### src/nearest_key_table_lookup_assert.svh
// ---------------------------------------------------------------------------
// Nearest-key table lookup: assertion macros
// Shorthand for concurrent checks clocked on clk, held off during reset.
// ---------------------------------------------------------------------------
`ifndef NEAREST_KEY_TABLE_LOOKUP_ASSERT_SVH
`define NEAREST_KEY_TABLE_LOOKUP_ASSERT_SVH

// antecedent implies consequent in the same cycle
`define NKTL_ASSERT_NOW(lbl, ante, cons, msg) \
	lbl: assert property (@(posedge clk) disable iff (!arst_n) (ante) |-> (cons)) \
		else $error(msg);

// antecedent implies consequent in the next cycle
`define NKTL_ASSERT_NEXT(lbl, ante, cons, msg) \
	lbl: assert property (@(posedge clk) disable iff (!arst_n) (ante) |=> (cons)) \
		else $error(msg);

`endif

### src/nktl_pkg.sv
// ---------------------------------------------------------------------------
// nktl_pkg
// Shared types and constants of the nearest-key table lookup.
// ---------------------------------------------------------------------------
package nktl_pkg;

	localparam int TABLE_DEPTH = 1024;
	localparam int ADDR_W      = $clog2(TABLE_DEPTH);
	localparam int CNT_W       = $clog2(TABLE_DEPTH + 1);
	localparam int KEY_W       = 31;
	localparam int VAL_W       = 64;

	typedef enum logic [1:0] {
		ACT_INSERT = 2'd0,
		ACT_QUERY  = 2'd1,
		ACT_CLEAR  = 2'd2,
		ACT_NONE   = 2'd3
	} action_t;

	typedef enum logic [2:0] {
		ST_OK    = 3'd0,
		ST_BELOW = 3'd1,
		ST_ABOVE = 3'd2,
		ST_EMPTY = 3'd3,
		ST_FULL  = 3'd4
	} status_t;

	typedef enum logic {
		FSM_IDLE,
		FSM_SCAN
	} fsm_t;

	typedef struct packed {
		action_t            action;
		logic [KEY_W-1:0]   key;
		logic signed [VAL_W-1:0] value;
	} in_word_t;

	typedef struct packed {
		status_t            status;
		logic signed [VAL_W-1:0] result_value;
	} out_word_t;

	typedef struct packed {
		logic [KEY_W-1:0]   key;
		logic [VAL_W-1:0]   value;
	} mem_word_t;

	typedef struct packed {
		logic               re;
		logic [ADDR_W-1:0]  raddr;
		logic               we;
		logic [ADDR_W-1:0]  waddr;
		mem_word_t          wdata;
	} mem_req_t;

endpackage

### src/nktl_seq.sv
// ---------------------------------------------------------------------------
// nktl_seq
// Scan sequencer: sweeps the stored entries, tracks the match and the
// nearest keys on either side, then issues the result (an insert writes back first).
// ---------------------------------------------------------------------------
module nktl_seq (
	input  logic                 clk,
	input  logic                 arst_n,
	input  logic                 start,
	input  nktl_pkg::in_word_t   item,
	output logic                 busy,
	output logic                 done,
	output nktl_pkg::out_word_t  result,
	output nktl_pkg::mem_req_t   mem_req,
	input  nktl_pkg::mem_word_t  mem_rdata
);
	import nktl_pkg::*;

	fsm_t              state_q, state_d;
	in_word_t          item_q;
	logic [CNT_W-1:0]  cnt_q;
	logic [CNT_W-1:0]  rd_cnt_q;
	logic              rvalid_s1;
	logic [ADDR_W-1:0] ridx_s1;
	logic              have_lo_q, have_hi_q, match_q;
	logic [ADDR_W-1:0] match_idx_q;
	logic [KEY_W-1:0]  lo_key_q, hi_key_q;
	logic [VAL_W-1:0]  lo_val_q, hi_val_q;
	logic              done_q;
	out_word_t         result_q;

	logic              accept, fin, full;
	logic              k_le, lo_upd, hi_upd;
	logic [KEY_W-1:0]  d_lo, d_hi;
	out_word_t         fin_res;

	assign busy   = (state_q != FSM_IDLE);
	assign done   = done_q;
	assign result = result_q;
	assign full   = (cnt_q == CNT_W'(TABLE_DEPTH));

	// fold of one returned entry
	assign k_le   = (mem_rdata.key <= item_q.key);
	assign lo_upd = k_le && (!have_lo_q || (mem_rdata.key > lo_key_q));
	assign hi_upd = !k_le && (!have_hi_q || (mem_rdata.key < hi_key_q));

	assign d_lo = item_q.key - lo_key_q;
	assign d_hi = hi_key_q - item_q.key;

	always_comb begin
		fin_res = '{status: ST_OK, result_value: '0};
		if (item_q.action == ACT_INSERT) begin
			if (!match_q && full) begin
				fin_res.status = ST_FULL;
			end
		end else if (cnt_q == '0) begin
			fin_res.status = ST_EMPTY;
		end else if (!have_hi_q) begin
			if (have_lo_q && (lo_key_q == item_q.key)) begin
				fin_res.result_value = lo_val_q;
			end else begin
				fin_res.status = ST_ABOVE;
			end
		end else if (!have_lo_q) begin
			fin_res.status = ST_BELOW;
		end else begin
			fin_res.result_value = (d_lo < d_hi) ? lo_val_q : hi_val_q;
		end
	end

	always_comb begin
		state_d = state_q;
		mem_req = '0;
		accept  = 1'b0;
		fin     = 1'b0;
		case (state_q)
			FSM_IDLE: begin
				if (start) begin
					accept = 1'b1;
					if (item.action inside {ACT_INSERT, ACT_QUERY}) begin
						state_d = FSM_SCAN;
					end
				end
			end
			FSM_SCAN: begin
				if (rd_cnt_q < cnt_q) begin
					mem_req.re    = 1'b1;
					mem_req.raddr = rd_cnt_q[ADDR_W-1:0];
				end else if (!rvalid_s1) begin
					fin     = 1'b1;
					state_d = FSM_IDLE;
					if ((item_q.action == ACT_INSERT) && (match_q || !full)) begin
						mem_req.we    = 1'b1;
						mem_req.waddr = match_q ? match_idx_q : cnt_q[ADDR_W-1:0];
						mem_req.wdata = '{key: item_q.key, value: item_q.value};
					end
				end
			end
			default: begin
				state_d = FSM_IDLE;
			end
		endcase
	end

	always_ff @(posedge clk or negedge arst_n) begin
		if (!arst_n) begin
			state_q <= FSM_IDLE;
		end else begin
			state_q <= state_d;
		end
	end

	always_ff @(posedge clk or negedge arst_n) begin
		if (!arst_n) begin
			cnt_q     <= '0;
			rd_cnt_q  <= '0;
			rvalid_s1 <= 1'b0;
			have_lo_q <= 1'b0;
			have_hi_q <= 1'b0;
			match_q   <= 1'b0;
			done_q    <= 1'b0;
		end else begin
			done_q    <= fin || (accept && !(item.action inside {ACT_INSERT, ACT_QUERY}));
			rvalid_s1 <= mem_req.re;
			if (mem_req.re) begin
				rd_cnt_q <= rd_cnt_q + CNT_W'(1);
			end
			if (rvalid_s1) begin
				if (lo_upd) have_lo_q <= 1'b1;
				if (hi_upd) have_hi_q <= 1'b1;
				if (mem_rdata.key == item_q.key) match_q <= 1'b1;
			end
			if (accept) begin
				rd_cnt_q  <= '0;
				have_lo_q <= 1'b0;
				have_hi_q <= 1'b0;
				match_q   <= 1'b0;
				if (item.action == ACT_CLEAR) begin
					cnt_q <= '0;
				end
			end
			if (fin) begin
				if (mem_req.we && !match_q) begin
					cnt_q <= cnt_q + CNT_W'(1);
				end
			end
		end
	end

	always_ff @(posedge clk) begin
		if (accept) begin
			item_q   <= item;
			result_q <= '{status: ST_OK, result_value: '0};
		end
		if (mem_req.re) begin
			ridx_s1 <= mem_req.raddr;
		end
		if (rvalid_s1) begin
			if (lo_upd) begin
				lo_key_q <= mem_rdata.key;
				lo_val_q <= mem_rdata.value;
			end
			if (hi_upd) begin
				hi_key_q <= mem_rdata.key;
				hi_val_q <= mem_rdata.value;
			end
			if (mem_rdata.key == item_q.key) begin
				match_idx_q <= ridx_s1;
			end
		end
		if (fin) begin
			result_q <= fin_res;
		end
	end

endmodule

### config.mk
export PLATFORM = sky130hd
export DESIGN_NAME = nktl_seq
export DESIGN_NICKNAME = d
export VERILOG_FILES = /design/src/nearest_key_table_lookup_assert.svh /design/src/nktl_pkg.sv /design/src/nktl_seq.sv
export SDC_FILE = /design/constraint.sdc
export NUM_CORES = 1
export LEC_CHECK = 0
export BUFFER_PORTS_ARGS = -buffer_cell sky130_fd_sc_hd__buf_2
export CORE_UTILIZATION = 45
export DETAILED_ROUTE_END_ITERATION = 8
export PLACE_DENSITY = 0.78
export SLEW_MARGIN = 0
export SYNTH_ARGS = -nofsm -noshare
export SYNTH_HDL_FRONTEND = slang
export SYNTH_SLANG_ARGS = --single-unit
### constraint.sdc
create_clock -name clk -period 14.05 [get_ports clk]
set_input_delay 0.7025 -clock clk [delete_from_list [all_inputs] [get_ports clk]]
set_output_delay 0.7025 -clock clk [all_outputs]
set_load 0.02 [all_outputs]
==> impl_metrics.yaml <==
outcome:
  status: "finished, final reports clean"
setup_path:
  critical_path.startpoint_type: "flop"
  cpMaxStageDelayCell: "buf_4"
  crit_required_ps: 14500
  slowest_delay_ps: 620
  critPathLaunch: "hi_key_q[0]"
  arrival_ps: 6140
  worstRegToRegCells: 22
  r2r-start: "hi_key_q[0]"
  crit_end: "result[33]"
  critPathKind: "flop to flop"
  path_buf_inv: 3
  r2r-end: "result[33]"
  r2r_slack_ps: 8360
  crit_cells: 22
  path_max_fanout: 64
  crit_chain: "inv_1 -> ha_1 -> inv_1 -> fa_1 -> a211oi_1 -> o21ai_0 -> a211o_1 -> a21oi_2 -> a21oi_1 -> a211o_1 -> a21o_1 -> a21oi_1 -> xor2_1 -> ha_1 -> a21o_1 -> a21oi_1 -> o2111ai_1 -> a221oi_1 -> o21ai_1 -> o31ai_4 -> buf_4 -> a22o_1"
  crit_family: "compound AO/OA/AOI/OAI gates"
  critical_path.endpoint_type: "flop"
  path_common_cell: "a21oi_1"
global_routing:
  antenna_found_initial: 6
  grt_max_degree: 84
  grt-ovfl-total: 0
  grt_use_total: 0.219
  grt_pass1_vias: 14100
  grt_pass1_wl_um: 76500
route:
  routed_wl_um: 50800
  post_drt_wl_per_cell_um: 19.5
  dr_total_vias: 14000
  dr.pass1.iters: 4
  route.detailed.drc: 0
  initialDrtViolationCount: 767
  drtAntennaViolNets: 0
  via_per_inst: 5.35
clocking:
  h-tree-depth: 2
  post_cts_buffers: 0
  clock-sinks: 402
  cts_made_buffers: 45
  cts_tree: "built"
  cts_root_buf: "clkbuf_16"
  cts.repair.resized: 0
  clkLatencyLatePin_ps: 590
  path_clk_slew_ps: 60
  clk_path_buf_depth: 3
  hold_buffers: 0
run:
  drv_cap: 0
placed_design:
  port_buffers: 380
  place_ws_ps: 8450
  dp_hpwl_um: 37400
  place_congestion: 0.931
yosys:
  syn_nets: 1965
  synth-seq-cells: 402
  synth_edf_count: 374
  synthCells: 1573
  synthFlopType: "edfxtp_1"
  yosys_warnings: 0
  ys_seq_area_frac: 0.591
  synth_cell_types: 66
  avgSynthCellArea_um2: 12.8
  async_reset_ff_frac: 0.0697
  syn_area_um2: 20200
timing:
  grt_setup_unrepaired: "no"
  fmax_mhz: 176
  slew_headroom: 0.157
  fin_crit_sh: 0.405
  hold_viol_final: 0
  layout_min_cycle_time_ps: 5690
  setup_ws_ps: 8360
  holdWs_ps: 139
  setup_viol: 0
  slew_viol_final: 0
  fin_skew_ps: 22.2
  tightest_slew_ps: 1260
  fin_tns_setup_ps: 0
floorplanning:
  die_h_um: 214
  fp.coreArea_um2: 44200
  pin_count: 381
  die_x_um: 214
  start_util: 0.457
  rows: 77
  die_area_um2: 45700
cells_and_area:
  areaGrowthSynthToFinish_pct: 20.3
  fillers: 3591
  drive_gt1_frac: 0.239
  final_nets: 2366
pwr:
  ir_drop_v: 0.000123
  finalPower_w: 0.00305
  p_per_area_nw_per_um2: 126
  leakagePower_nw: 10.7
hold_path:
  hold_class: "primary input to async pin"
==> logic make-up after synthesis <==
| logic type | Yosys count | share of synthesized area |
|---|---|---|
| AO/OA/AOI/OAI | 354 | 0.122 |
| XOR/XNOR | 63 | 0.0273 |
| adder cells (fa/ha/maj) | 197 | 0.123 |
| buffers and inverters | 166 | 0.0336 |
| flip-flops | 402 | 0.591 |
| multiplexers | 15 | 0.00743 |
| AND/OR/NAND/NOR | 376 | 0.0962 |
==> placed cells by master, fill, tap and decap left out, drive strengths merged, types with 10 or more instances in the layout <==
master,instances
xnor2,36
dfrtp,28
buf,387
o21ai,56
nor2b,12
and2,75
a21oi,83
nand2,58
nand4,28
clkbuf,47
o211ai,10
o21a,13
a22o,65
xor2,27
ha,195
clkinv,25
o21bai,12
nand3,32
nor2,100
nand2b,15
nor3,19
and3,13
mux2i,15
edfxtp,374
a21o,64
inv,134
==> synth_stat cells, types with 10 or more instances <==
| library cell | count | area share |
|---|---|---|
| a21o_1 | 64 | 0.024 |
| a21oi_1 | 81 | 0.020 |
| a22o_1 | 65 | 0.028 |
| and2_1 | 75 | 0.023 |
| and3_1 | 13 | 0.0040 |
| clkbuf_1 | 11 | 0.0020 |
| dfrtp_1 | 28 | 0.035 |
| edfxtp_1 | 374 | 0.56 |
| ha_1 | 195 | 0.12 |
| inv_1 | 131 | 0.024 |
| mux2i_1 | 15 | 0.0074 |
| nand2_1 | 58 | 0.011 |
| nand2b_1 | 15 | 0.0046 |
| nand3_1 | 32 | 0.0079 |
| nand4_1 | 27 | 0.0084 |
| nor2_1 | 100 | 0.019 |
| nor2b_1 | 12 | 0.0037 |
| nor3_1 | 19 | 0.0047 |
| o211ai_1 | 10 | 0.0037 |
| o21a_1 | 13 | 0.0048 |
| o21ai_0 | 51 | 0.013 |
| o21bai_1 | 12 | 0.0045 |
| xnor2_1 | 36 | 0.016 |
| xor2_1 | 27 | 0.012 |
==> per-stage QoR <==
| step | cell area, um^2 | utilization | std cells |
|---|---|---|---|
| after detailed placement | 22700 | 0.514 | 2519 |
| after CTS | 24300 | 0.549 | 2601 |
| after global placement | 22700 | 0.514 | 2519 |
| final | 24300 | 0.550 | 2606 |
| after floorplan | 20200 | - | 1573 |
| after global routing | 24300 | 0.550 | 2606 |
==> state kept, by name, indices dropped and copies added (netlist names) <==
| signal | flops |
|---|---|
| result | 67 |
| lo_key_q | 31 |
| done | 1 |
| have_lo_q | 1 |
| lo_val_q | 64 |
| have_hi_q | 1 |
| busy | 1 |
| hi_val_q | 64 |
| hi_key_q | 31 |
| rd_cnt_q | 11 |
| match_q | 1 |
| match_idx_q | 10 |
| cnt_q | 11 |
| ridx_s1 | 10 |
| rvalid_s1 | 1 |
| item_q | 97 |
==> worst register-to-register path: cells and delay by family (launching register included) <==
kind                       cells  cell delay, ps
DFF                            1             380
buffers and inverters          3             740
xor gates and xnor gates       1             110
AOI/OAI and AO/OA             15            3540
adders and majority gates      3             770
==> power breakdown <==
| group | leakage (nW) | internal, W | total [W] | switching, W |
|---|---|---|---|---|
| Clock | 0.749 | 0.000707 | 0.00121 | 0.000501 |
| Combinational | 6.17 | 0.000163 | 0.000404 | 0.000241 |
| Sequential | 3.80 | 0.00140 | 0.00144 | 0.0000422 |
| Total | 10.7 | 0.00227 | 0.00305 | 0.000784 |
==> metal layers <==
metal / vias up / global-route usage / routed length [um]
li1: 6672 / - / -
met1: 6717 / 0.266 / 21000
met2: 469 / 0.377 / 24700
met3: 92 / 0.0492 / 3270
met4: 2 / 0.0906 / 1810
met5: - / 0 / 10
==> area by class of cell <==
cell class	instances	area [um^2]	share of cell area
timing repair buffer	387	1950	0.0804
clock buffer	47	1130	0.0466
multi-input combinational	1005	7620	0.314
clock inverter	35	408	0.0168
inverter	133	502	0.0206
tap	592	741	0.0305
sequential	402	11900	0.491
antenna	5	12.5	0.000515
==> how the worst min path moves through the flow <==
stage	startpoint	depth (start not counted)	slack (ps)	endpoint
after floorplan	ridx_s1[0]	0	400	match_idx_q[0]
after global placement	ridx_s1[1]	0	410	match_idx_q[1]
after detailed placement	ridx_s1[1]	0	410	match_idx_q[1]
after CTS	arst_n	1	140	rd_cnt_q[5]
after global routing	arst_n	1	170	rd_cnt_q[5]
final	arst_n	1	140	rd_cnt_q[5]
(Power assumes the default switching activity.)
